## src/sv/salc_pkg.sv

```systemverilog
// ----------------------------------------------------------------------------
// salc_pkg
// Shared widths, codes and types for the set-associative LRU cache model.
// ----------------------------------------------------------------------------
package salc_pkg;

    // field widths
    localparam int ADDR_W       = 64;
    localparam int KIND_W       = 2;
    localparam int TAG_W        = 62;
    localparam int OUTCOME_W    = 2;
    localparam int CNT_W        = 32;
    localparam int OUT_DATA_W   = 104;

    // configuration port
    localparam int CFG_IDX_W    = 2;
    localparam int CFG_DATA_W   = 6;
    localparam int BLOCK_BITS_W = 6;
    localparam int BLOCK_BITS_MAX = 32;

    localparam logic [CFG_IDX_W-1:0] CFG_SET_BITS   = 2'd0;
    localparam logic [CFG_IDX_W-1:0] CFG_WAYS       = 2'd1;
    localparam logic [CFG_IDX_W-1:0] CFG_BLOCK_BITS = 2'd2;

    // access kinds
    localparam logic [KIND_W-1:0] KIND_LOAD   = 2'd0;
    localparam logic [KIND_W-1:0] KIND_STORE  = 2'd1;
    localparam logic [KIND_W-1:0] KIND_MODIFY = 2'd2;

    // outcome of the first access
    localparam logic [OUTCOME_W-1:0] OUT_HIT   = 2'd0;
    localparam logic [OUTCOME_W-1:0] OUT_FILL  = 2'd1;
    localparam logic [OUTCOME_W-1:0] OUT_EVICT = 2'd2;

    // lookup status handed from the set logic to the control
    typedef struct packed {
        logic                 hit;
        logic                 evict;
        logic [OUTCOME_W-1:0] outcome;
    } t_lookup_res;

endpackage

```

## src/sv/salc_lookup.sv

```systemverilog
// ----------------------------------------------------------------------------
// salc_lookup
// Tag match, fill and victim choice for one set, and the updated LRU ranks.
// ----------------------------------------------------------------------------
module salc_lookup #(
    parameter int MAX_WAYS = 8,
    parameter int AGE_W    = 3,
    parameter int NW_W     = 4
) (
    input  logic [MAX_WAYS-1:0]                       i_valid,
    input  logic [MAX_WAYS-1:0][AGE_W-1:0]            i_ages,
    input  logic [MAX_WAYS-1:0][salc_pkg::TAG_W-1:0]  i_tags,
    input  logic [salc_pkg::TAG_W-1:0]                i_tag,
    input  logic [NW_W-1:0]                           i_nw,
    output logic [MAX_WAYS-1:0]                       o_valid,
    output logic [MAX_WAYS-1:0][AGE_W-1:0]            o_ages,
    output logic [MAX_WAYS-1:0][salc_pkg::TAG_W-1:0]  o_tags,
    output salc_pkg::t_lookup_res                     o_res
);
    import salc_pkg::*;

    localparam logic [AGE_W-1:0] AGE_SAT = AGE_W'(MAX_WAYS - 1);

    logic [MAX_WAYS-1:0] in_use;
    logic [MAX_WAYS-1:0] match;
    logic [MAX_WAYS-1:0] empty;
    logic [MAX_WAYS-1:0] cand;
    logic [AGE_W-1:0]    hit_way;
    logic [AGE_W-1:0]    empty_way;
    logic [AGE_W-1:0]    vic_way;
    logic [AGE_W-1:0]    tgt_way;
    logic [AGE_W-1:0]    limit;
    logic                age_all;

    // per-way match, free slot and victim candidacy
    always_comb begin
        for (int i = 0; i < MAX_WAYS; i++) begin
            in_use[i] = (NW_W'(i) < i_nw);
            match[i]  = in_use[i] && i_valid[i] && (i_tags[i] == i_tag);
            empty[i]  = in_use[i] && !i_valid[i];
            // oldest way, lowest index on a tie
            cand[i]   = in_use[i];
            for (int j = 0; j < MAX_WAYS; j++) begin
                if (in_use[j] && (j < i) && (i_ages[j] >= i_ages[i])) begin
                    cand[i] = 1'b0;
                end
                if (in_use[j] && (j > i) && (i_ages[j] > i_ages[i])) begin
                    cand[i] = 1'b0;
                end
            end
        end
    end

    // lowest-index selection of each kind of way
    always_comb begin
        hit_way   = '0;
        empty_way = '0;
        vic_way   = '0;
        for (int i = MAX_WAYS - 1; i >= 0; i--) begin
            if (match[i]) begin
                hit_way = AGE_W'(i);
            end
            if (empty[i]) begin
                empty_way = AGE_W'(i);
            end
            if (cand[i]) begin
                vic_way = AGE_W'(i);
            end
        end
    end

    // outcome and the way that becomes most recent
    always_comb begin
        o_res   = '0;
        age_all = 1'b0;
        priority if (|match) begin
            tgt_way       = hit_way;
            limit         = i_ages[hit_way];
            o_res.hit     = 1'b1;
            o_res.outcome = OUT_HIT;
        end else if (|empty) begin
            tgt_way       = empty_way;
            limit         = '0;
            age_all       = 1'b1;
            o_res.outcome = OUT_FILL;
        end else begin
            tgt_way       = vic_way;
            limit         = i_ages[vic_way];
            o_res.evict   = 1'b1;
            o_res.outcome = OUT_EVICT;
        end
    end

    // aged ranks and the rewritten line
    always_comb begin
        o_valid = i_valid;
        o_tags  = i_tags;
        o_ages  = i_ages;
        for (int i = 0; i < MAX_WAYS; i++) begin
            if (in_use[i] && i_valid[i] && (age_all || (i_ages[i] < limit))
                    && (i_ages[i] < AGE_SAT)) begin
                o_ages[i] = i_ages[i] + AGE_W'(1);
            end
        end
        o_valid[tgt_way] = 1'b1;
        o_tags[tgt_way]  = i_tag;
        o_ages[tgt_way]  = '0;
    end

endmodule

```

## config.mk

```make
export PLATFORM = sky130hd
export DESIGN_NAME = salc_lookup
export DESIGN_NICKNAME = d
export VERILOG_FILES = /design/src/sv/salc_pkg.sv /design/src/sv/salc_lookup.sv
export SDC_FILE = /design/constraint.sdc
export NUM_CORES = 1
export LEC_CHECK = 0
export BUFFER_PORTS_ARGS = -buffer_cell sky130_fd_sc_hd__buf_2
export CAP_MARGIN = 30
export CORE_AREA = 2 2 439 441
export DETAILED_ROUTE_END_ITERATION = 10
export DIE_AREA = 0 0 441 443
export SLEW_MARGIN = 20
export SYNTH_ARGS = -nofsm -noshare
export SYNTH_HDL_FRONTEND = slang
export SYNTH_SLANG_ARGS = --single-unit
export TNS_END_PERCENT = 30
```

## constraint.sdc

```tcl
create_clock -name vclk -period 11.5
set_input_delay 0.575 -clock vclk [all_inputs]
set_output_delay 0.575 -clock vclk [all_outputs]
set_load 0.01 [all_outputs]
```

==> metrics, run 1 <==
Place WS 3.96 ns; global placer's final weighted congestion between 1 and 1.5; FF/Latch Area 0 um2; switching part of the total a little over two thirds; minimum clock period 7.56 ns; layout cells sized above 1 between 50% and 60%; max cap viols 0; Synth top area share 29.5%; crit share post-route about two thirds; Synth top cells by count 465 x mux2_2, 405 x xor2_1, 189 x nor4_1, 99 x buf_2, 97 x nand2_1; Syn Std Cell Area about 0.018 mm2; Filler Cell Count roughly 22k; Logic pwr share between 90% and 100%; Antenna Violating Nets Remaining 0; Yosys top cell by area mux2_2; setup bufs post-CTS 0; # clk buffers 0; CP max stage cell nor4_1; Slew HR 28.4%; syn nets ~2.9k; synth warn 0; VDD IR max ~0.00003 V; Vias/cell 4.53; largest net degree at the start of global routing 70; post-CTS sizing 0; Setup WS post-layout 3.94 ns; Top Ports about 1.1k; Post-route DRC 0; highest cell delay on the worst timing path roughly 0.84 ns; drt initial violations around 3.1k; Clock power frac 0%; antenna violations before repair ~160; Hold Slack 1.50 ns; setup TNS 0 ns; Crit Path Class input port to output pin; Core ar. approximately 0.19 mm2; WL/cell between 40 and 50 um; Worst Hold Class input port to output pin; endpoints failing setup 0; Mean Syn Cell Area approximately 7.9 um2; Final Hold Fails 0; dpl hpwl 239,000 um; Fmax around 0.13 GHz; Req. time, crit path 10.93 ns; Lkg Pwr ~11 nW; cts hold-fix bufs 0; first-pass GRT wire length between 300,000 and 400,000 um; ranking of synthesized cells by area mux2_2 30%, xor2_1 20%, nor4_1 6.7%, ha_1 6.5%, xnor2_1 3.6%; NetSw between 1 and 1.5 mW; vias approximately 27k; CP Buf/Inv Count 4; Site Rows 161; vias in the first global route about 25k; Crit path max-delay family simple AND/OR/NAND/NOR gates; WL final 275,000 um; area grow syn2layout 50.0%; Die Ht about 440 um; Worst setup SP type input port; seq_cells 0; initial core utilization a little over 9%; placed insts approximately 5.8k; worst path arrival time between 6 and 7 ns; # port buffers between 1k and 1.5k; GRT Residual Overflow 0; die area 0.195 mm2; Final Slew Violations 0; Worst-Margin Slew 1.06 ns; Power, Total 1.61 mW; Final Net Count 3,939; Final Instance Count excl. Fillers between 5k and 6k; gr usage total a little over a quarter; cells after synthesis 2,235; post-synth cell types 94; CP max FO between 40 and 50; outcome finished clean; CP cell instances buf_2 -> xor2_1 -> nor4_1 -> nand4_1 -> nor2_1 -> nand4_1 -> and4_1 -> and2_1 -> o211ai_1 -> nand2_1 -> nor3b_2 -> buf_4 -> buf_16 -> mux2_2 -> buf_2; pwr dens 60.6 mW/mm2; most numerous cell in the Yosys netlist mux2_2; CP Capture Type output pin; RSZ-0062 raised after global routing false; First-pass DRT Iterations 5; Die Wd about 440 um; Pint between 0.4 and 0.5 mW; Seq pwr share 0%; sequential fraction of the synthesis area 0%
==> logic make-up (layout without fill, tap and decap cells) <==
kind of cell | after synthesis | count (layout) | synth area share [%]
simple gates | 668 | 668 | 22.1
xor+xnor | 485 | 485 | 24.3
buf+inv | 252 | 1268 | 6.61
fa+ha+maj | 95 | 95 | 6.67
mux | 481 | 481 | 30.4
compound gates | 254 | 254 | 9.95
other cells | 0 | 94 | 0
==> cell usage in the layout (no fill, tap or decap), drive strengths merged, types with 47 or more instances in the layout <==
master / synthesis / layout
mux2: 465 / 465
nand4: 77 / 77
ha: 92 / 92
a21oi: 47 / 47
buf: 125 / 1213
nor2: 60 / 60
diode: 0 / 94
xor2: 405 / 405
o21ai: 60 / 60
xnor2: 80 / 80
inv: 54 / 54
nand2: 97 / 97
nor4: 190 / 190
==> per-layer routing <==
metal | vias to the layer above | wire length, um | track usage [%]
met3 | 491 | 28000 | 9.26
met1 | 13400 | 109000 | 32.3
met4 | 36 | 15700 | 13.1
li1 | 10400 | - | -
met5 | - | 428 | 0.744
met2 | 2275 | 123000 | 41.7
==> power groups by stage <==
stage                     clock network (mW)  registers [mW]  logic, mW
after floorplan                            0               0      0.635
after global placement                     0               0       1.56
after detailed placement                   0               0       1.56
after CTS                                  0               0       1.56
after global routing             0.000000877               0       1.63
final                            0.000000595               0       1.61
==> cell type report <==
type	instances	area (um2)	share of cell area, %
timing repair buffer	1213	6340	23.8
multi-input combinational	1983	16700	62.6
tap	2526	3160	11.9
antenna	94	235	0.885
inverter	55	206	0.776
==> through the flow <==
step | cell area (um2) | util, %
CTS | 26300 | 13.8
detailed placement | 26300 | 13.8
global route | 26500 | 13.9
finish | 26600 | 13.9
global placement | 26200 | 13.7
floorplan | 17700 | -
==> worst paths after layout <==
path	depth (start not counted)	start	end	slack [ns]
setup / recovery	15	i_tag[14]	o_tags[4]	3.94
hold / removal	3	i_tags[105]	o_tags[105]	1.50
Note: power is estimated with default switching activity, not from simulation.
==> run 2: changes to the inputs <==
--- a/config.mk
+++ b/config.mk
@@ -7,9 +7,9 @@
 export LEC_CHECK = 0
 export BUFFER_PORTS_ARGS = -buffer_cell sky130_fd_sc_hd__buf_2
 export CAP_MARGIN = 30
-export CORE_AREA = 2 2 439 441
+export CORE_AREA = 2 2 440 442
 export DETAILED_ROUTE_END_ITERATION = 10
-export DIE_AREA = 0 0 441 443
+export DIE_AREA = 0 0 442 444
 export SLEW_MARGIN = 20
 export SYNTH_ARGS = -nofsm -noshare
 export SYNTH_HDL_FRONTEND = slang
==> constraint.sdc (replaced) <==
create_clock -name vclk -period 7.05
set_input_delay 0.3525 -clock vclk [all_inputs]
set_output_delay 0.3525 -clock vclk [all_outputs]
set_load 0.01 [all_outputs]
==> run 2 against run 1 <==
Flip-flop and latch count is the same. Sequential share of layout area is the same. Hold slack lost 0.45 ns. Combinational power grew 68%. Total power grew 68%. Die area grew 0.45%. Largest power group unchanged.
==> metrics, run 2 (synthesis results as in run 1) <==
outcome finished clean; Seq pwr share 0% (unchanged); drt initial violations 3,018 (-4.0%); setup TNS 0 ns (unchanged); Power, Total 2.70 mW (+68%); gr usage total 26.4% (-0.32 points); endpoints failing setup 0 (unchanged); antenna violations before repair 138 (-12%); WL final 274,000 um (-0.65%); Place WS 0.447 ns (-3.52 ns); Post-route DRC 0 (unchanged); GR Layer Usage met2 43.4% (+1.7 points); Clock power frac 0% (unchanged); vias 26.6k (-0.019%); Logic pwr share 100.0% (about the same); Top Ports 1,126 (unchanged); WL/cell 45.9 um (-2.0%); seq_cells 0 (unchanged); Fmax 0.148 GHz; area grow syn2layout 55.2%; minimum clock period about 6.8 ns; M1 GR Usage 32.3% (-0.094 points); FF/Latch Area 0 um2 (unchanged); cts hold-fix bufs 0 (unchanged); global placer's final weighted congestion 1.01 (-0.11%); Final Net Count 4,048 (+2.8%); post-CTS sizing 0 (unchanged); WHS Path Cells 4 (+1); worst path arrival time 6.40 ns (-0.59 ns); busiest grt layer met2; CP Capture Type output pin; Die Wd 442 um (+0.23%); Core ar. 0.192 mm2 (+0.21%); crit share post-route between 90% and 100%; CP max FO 12 (-76%); Slew HR 8.92% (-20 points); Pint 0.838 mW (+73%); most common cell after layout, fill and taps aside buf_2; Crit Path Class input port to output pin; NetSw 1.86 mW (+65%); Worst Hold Class input port to output pin; Lkg Pwr 11.8 nW (+5.2%); die area 0.196 mm2 (+0.45%); First-pass DRT Iterations 6 (+1); Die Ht 444 um (+0.23%); VDD IR max 0.0000413 V (+40%); layout cells sized above 1 54.9% (+1.5 points); initial core utilization 9.25% (-0.019 points); Antenna Violating Nets Remaining 0 (unchanged); Worst setup SP type input port; Final Slew Violations 0 (unchanged); Final Hold Fails 0 (unchanged); vias in the first global route 25.2k (+2.4%); first-pass GRT wire length 329,000 um (about the same); Worst-Margin Slew 1.35 ns (+0.290 ns); # port buffers 1,126 (unchanged); largest net degree at the start of global routing 76 (+8.6%); Vias/cell 4.47 (-1.4%); # clk buffers 0 (unchanged); met3 Use GR 6.27% (-3.0 points); HP Start i_tags[101]; max cap viols 0 (unchanged); dpl hpwl 246,000 um (+2.9%); Site Rows 161 (unchanged); switching part of the total 69.0% (-1.0 points); Hold Slack 1.04 ns (-0.451 ns); highest-count cells in the layout ignoring fill and taps 1,127 x buf_2, 465 x mux2_2, 405 x xor2_1, 185 x nor4_1, 177 x buf_4; Req. time, crit path 6.70 ns (-4.23 ns); WHS Endpoint o_tags[101]; RSZ-0062 raised after global routing false; Setup WS post-layout 0.296 ns (-3.64 ns); GRT Residual Overflow 0 (unchanged); setup bufs post-CTS 0 (unchanged); pwr dens 98.2 mW/mm2 (+62%)
==> run 2: cell count changes in the layout (fill, tap and decap cells not counted) <==
cell | previous run | this run
buf_4 | 82 | 177
nor4_2 | 6 | 4
buf_12 | 1 | 18
diode_2 | 94 | 67
o21ai_0 | 52 | 53
buf_16 | 2 | 0
buf_2 | 1128 | 1127
nor4_1 | 183 | 185
o21ai_1 | 8 | 7
==> run 2: power groups by stage <==
stage,Clock (mW),Sequential [mW],Combinational (mW)
floorplan,0,0,1.04
global placement,0,0,2.67
detailed placement,0,0,2.64
CTS,0,0,2.66
global route,0.00000103,0,2.76
finish,0.000000768,0,2.70
==> run 2: final cells by class <==
cell class / instances / area [um2]
fill: 22200 / 164000
multi-input combinational: 1983 / 16600
timing repair buffer: 1322 / 7330
tap: 2526 / 3160
inverter: 55 / 206
antenna: 67 / 168
==> run 2: worst max path at each step <==
stage | cells past startpoint | to | start
floorplan | 16 | o_ages[0] | i_ages[0]
global placement | 16 | o_ages[18] | i_tag[39]
detailed placement | 16 | o_ages[19] | i_tag[47]
CTS | 16 | o_ages[19] | i_tag[47]
global route | 16 | o_ages[19] | i_tag[47]
finish | 16 | o_ages[19] | i_tag[47]
==> run 2: critical path: stages <==
cell	delay (ns)
buf_2	0.63
xor2_1	0.40
nor4_1	1.11
nand3_1	0.15
or4_1	0.57
a2bb2oi_1	0.18
or2_4	0.27
mux2i_1	0.13
mux2i_1	0.18
nor4b_4	0.61
nor4_1	0.13
maj3_1	0.49
a211oi_1	0.34
o21ai_0	0.13
a21oi_1	0.44
buf_2	0.22
==> run 2: per-stage QoR <==
| step | instances | instance area (um2) | util [%] |
|---|---|---|---|
| final | 5953 | 27500 | 14.4 |
| after global routing | 5941 | 27500 | 14.3 |
| after CTS | 5886 | 27300 | 14.3 |
| after detailed placement | 5886 | 27300 | 14.3 |
| after global placement | 5885 | 27300 | 14.3 |
| after floorplan | 2235 | 17700 | - |
==> run 2: routing by layer <==
metal  vias up  share of wire [%]
li1      10600                  -
met1     13500                 40
met4        24                6.0
met2      1993                 46
met5         -              0.048
met3       443                8.0
==> run 3: changes to the inputs <==
--- a/config.mk
+++ b/config.mk
@@ -10,6 +10,8 @@
 export CORE_AREA = 2 2 440 442
 export DETAILED_ROUTE_END_ITERATION = 10
 export DIE_AREA = 0 0 442 444
+export GPL_TIMING_DRIVEN = 0
+export RECOVER_POWER = 25
 export SLEW_MARGIN = 20
 export SYNTH_ARGS = -nofsm -noshare
 export SYNTH_HDL_FRONTEND = slang
==> run 3 against run 2 <==
The flow now finishes with violations (setup timing). Sequential share of layout area unchanged. Hold slack improved by 0.010 ns. Non-clock buffer count decreased by 16. Critical path depth increased by 2. Setup slack got worse by 0.46 ns. Total power increased by 4.0%. Combinational power increased by 4%. Routed wire length increased by 12%. Via count increased by 5.2%. Critical path type unchanged. Largest power group unchanged.
==> metrics, run 3 (synthesis results as in run 1) <==
outcome finished, violations left; failing checks setup timing; Worst-Margin Slew 1.23 ns (-0.126 ns); vias in the first global route 25.8k (+2.3%); WHS Path Cells 3 (-1); WL final 306,000 um (+12%); Req. time, crit path 6.70 ns (about the same); highest-count cells in the layout ignoring fill and taps 1,091 x buf_2, 427 x mux2_2, 405 x xor2_1, 186 x nor4_1, 117 x clkbuf_1; Final Net Count 4,032 (-0.40%); Post-route DRC 0 (unchanged); CP max stage cell nor4_1; global placer's final weighted congestion 1.06 (+5.0%); Hold Slack 1.05 ns (+0.00999 ns); WP depth 18 (+2); met3 Use GR 8.75% (+2.5 points); Setup WS post-layout -0.162 ns (-0.458 ns); Worst Hold Class input port to output pin; switching part of the total 71.4% (+2.4 points); Final Instance Count excl. Fillers 5,991 (+0.64%); Final Hold Fails 0 (unchanged); CP cell instances buf_2 -> xor2_1 -> nor4_1 -> nand4_1 -> nor3_1 -> and2_1 -> a2111oi_1 -> clkbuf_2 -> and2_0 -> buf_6 -> nand2_1 -> nand2_1 -> nor3b_1 -> buf_2 -> clkbuf_1 -> buf_2 -> mux2_2 -> buf_2; area grow syn2layout 53.6%; VDD IR max 0.0000539 V (+31%); Vias/cell 4.67 (+4.5%); FF/Latch Area 0 um2 (unchanged); vias 28.0k (+5.2%); First-pass DRT Iterations 7 (+1); Logic pwr share 100.0% (about the same); WL/cell 51.1 um (+11%); Antenna Violating Nets Remaining 0 (unchanged); layout cells sized above 1 49.9% (-5.0 points); setup TNS -2.44 ns (-2.44 ns); Crit Path Class input port to output pin; Die Wd 442 um (unchanged); Fmax 0.139 GHz (-6.4%); initial core utilization 9.25% (unchanged); Clock power frac 0% (unchanged); dpl hpwl 272,000 um (+11%); max cap viols 0 (unchanged); busiest grt layer met2; setup bufs post-CTS 0 (unchanged); Lkg Pwr 11.4 nW (-3.5%); Crit path max-delay family simple AND/OR/NAND/NOR gates; worst path arrival time 6.86 ns (+0.46 ns); Filler Cell Count 22.2k (+0.28%); Crit path top cell by count buf_2; # port buffers 1,064 (-5.5%); Site Rows 161 (unchanged); # clk buffers 0 (unchanged); GRT Residual Overflow 0 (unchanged); RSZ-0062 raised after global routing false; pwr dens 103 mW/mm2 (+5.1%); Pint 0.805 mW (-4.0%); Worst setup SP type input port; CP Capture Type output pin; CP max FO 10 (-2); minimum clock period 7.21 ns (+0.458 ns); endpoints failing setup 37 (+37); NetSw 2.00 mW (+7.6%); antenna violations before repair 179 (+30%); Top Ports 1,126 (unchanged); M1 GR Usage 34.3% (+2.1 points); placed insts 5,865 (-0.36%); Power, Total 2.81 mW (+4.0%); Final Slew Violations 0 (unchanged); cts hold-fix bufs 0 (unchanged); Core ar. 0.192 mm2 (unchanged); Seq pwr share 0% (unchanged); CP Buf/Inv Count 7 (+5); highest cell delay on the worst timing path 0.91 ns (-0.20 ns); GR Layer Usage met2 48.4% (+5.0 points); Die Ht 444 um (unchanged); Slew HR 18.2% (+9.3 points); gr usage total 29.5% (+3.1 points); first-pass GRT wire length 362,000 um (+10%); drt initial violations 3,571 (+18%); crit share post-route 102% (+6.5 points); seq_cells 0 (unchanged); largest net degree at the start of global routing 15 (-80%); die area 0.196 mm2 (unchanged); most common cell after layout, fill and taps aside buf_2
[run 3: layout make-up]
type	count	area, um2	share of cell area [%]
diodes	121	303	1.11
plain buffers	197	1040	3.81
inverters	55	206	0.758
multi-input cells	1983	16600	61.0
well taps	2526	3160	11.6
repair buffers	1109	5900	21.7
[run 3: final timing paths]
| check | slack, ns | to | startpoint |
|---|---|---|---|
| setup / recovery | -0.16 | o_tags[420] | i_tag[58] |
| hold / removal | 1.05 | o_tags[123] | i_tags[123] |
[run 3: stage by stage]
stage | util, % | cell area (um2) | worst slack, ns
2_1_floorplan | - | 17700 | 2.59
3_5_place_dp | 14.1 | 27000 | -0.181
4_1_cts | 14.1 | 27000 | 0.0154
5_1_grt | 14.2 | 27100 | 0.0340
6_report | 14.2 | 27200 | -0.162
3_3_place_gp | 13.7 | 26200 | -2.58
[run 3: power groups by stage]
stage          Sequential (mW)  Clock [mW]  Combinational, mW
3_5_place_dp                 0           0               2.72
6_report                     0  0.00000113               2.81
2_1_floorplan                0           0               1.04
4_1_cts                      0           0               2.74
5_1_grt                      0  0.00000167               2.82
3_3_place_gp                 0           0               2.69
[run 3: per-layer routing]
layer	part of all wire (%)	routed length, um
met5	0.083	255
met2	46	141000
met1	38	117000
met3	9.1	27900
met4	6.6	20100
[run 3: timing repair]
item / 4_1_cts / 5_1_grt
hold endpoints to repair: 0 / 0
endpoints found under the setup margin: 49 / 2
gates resized for setup: 11 / 3
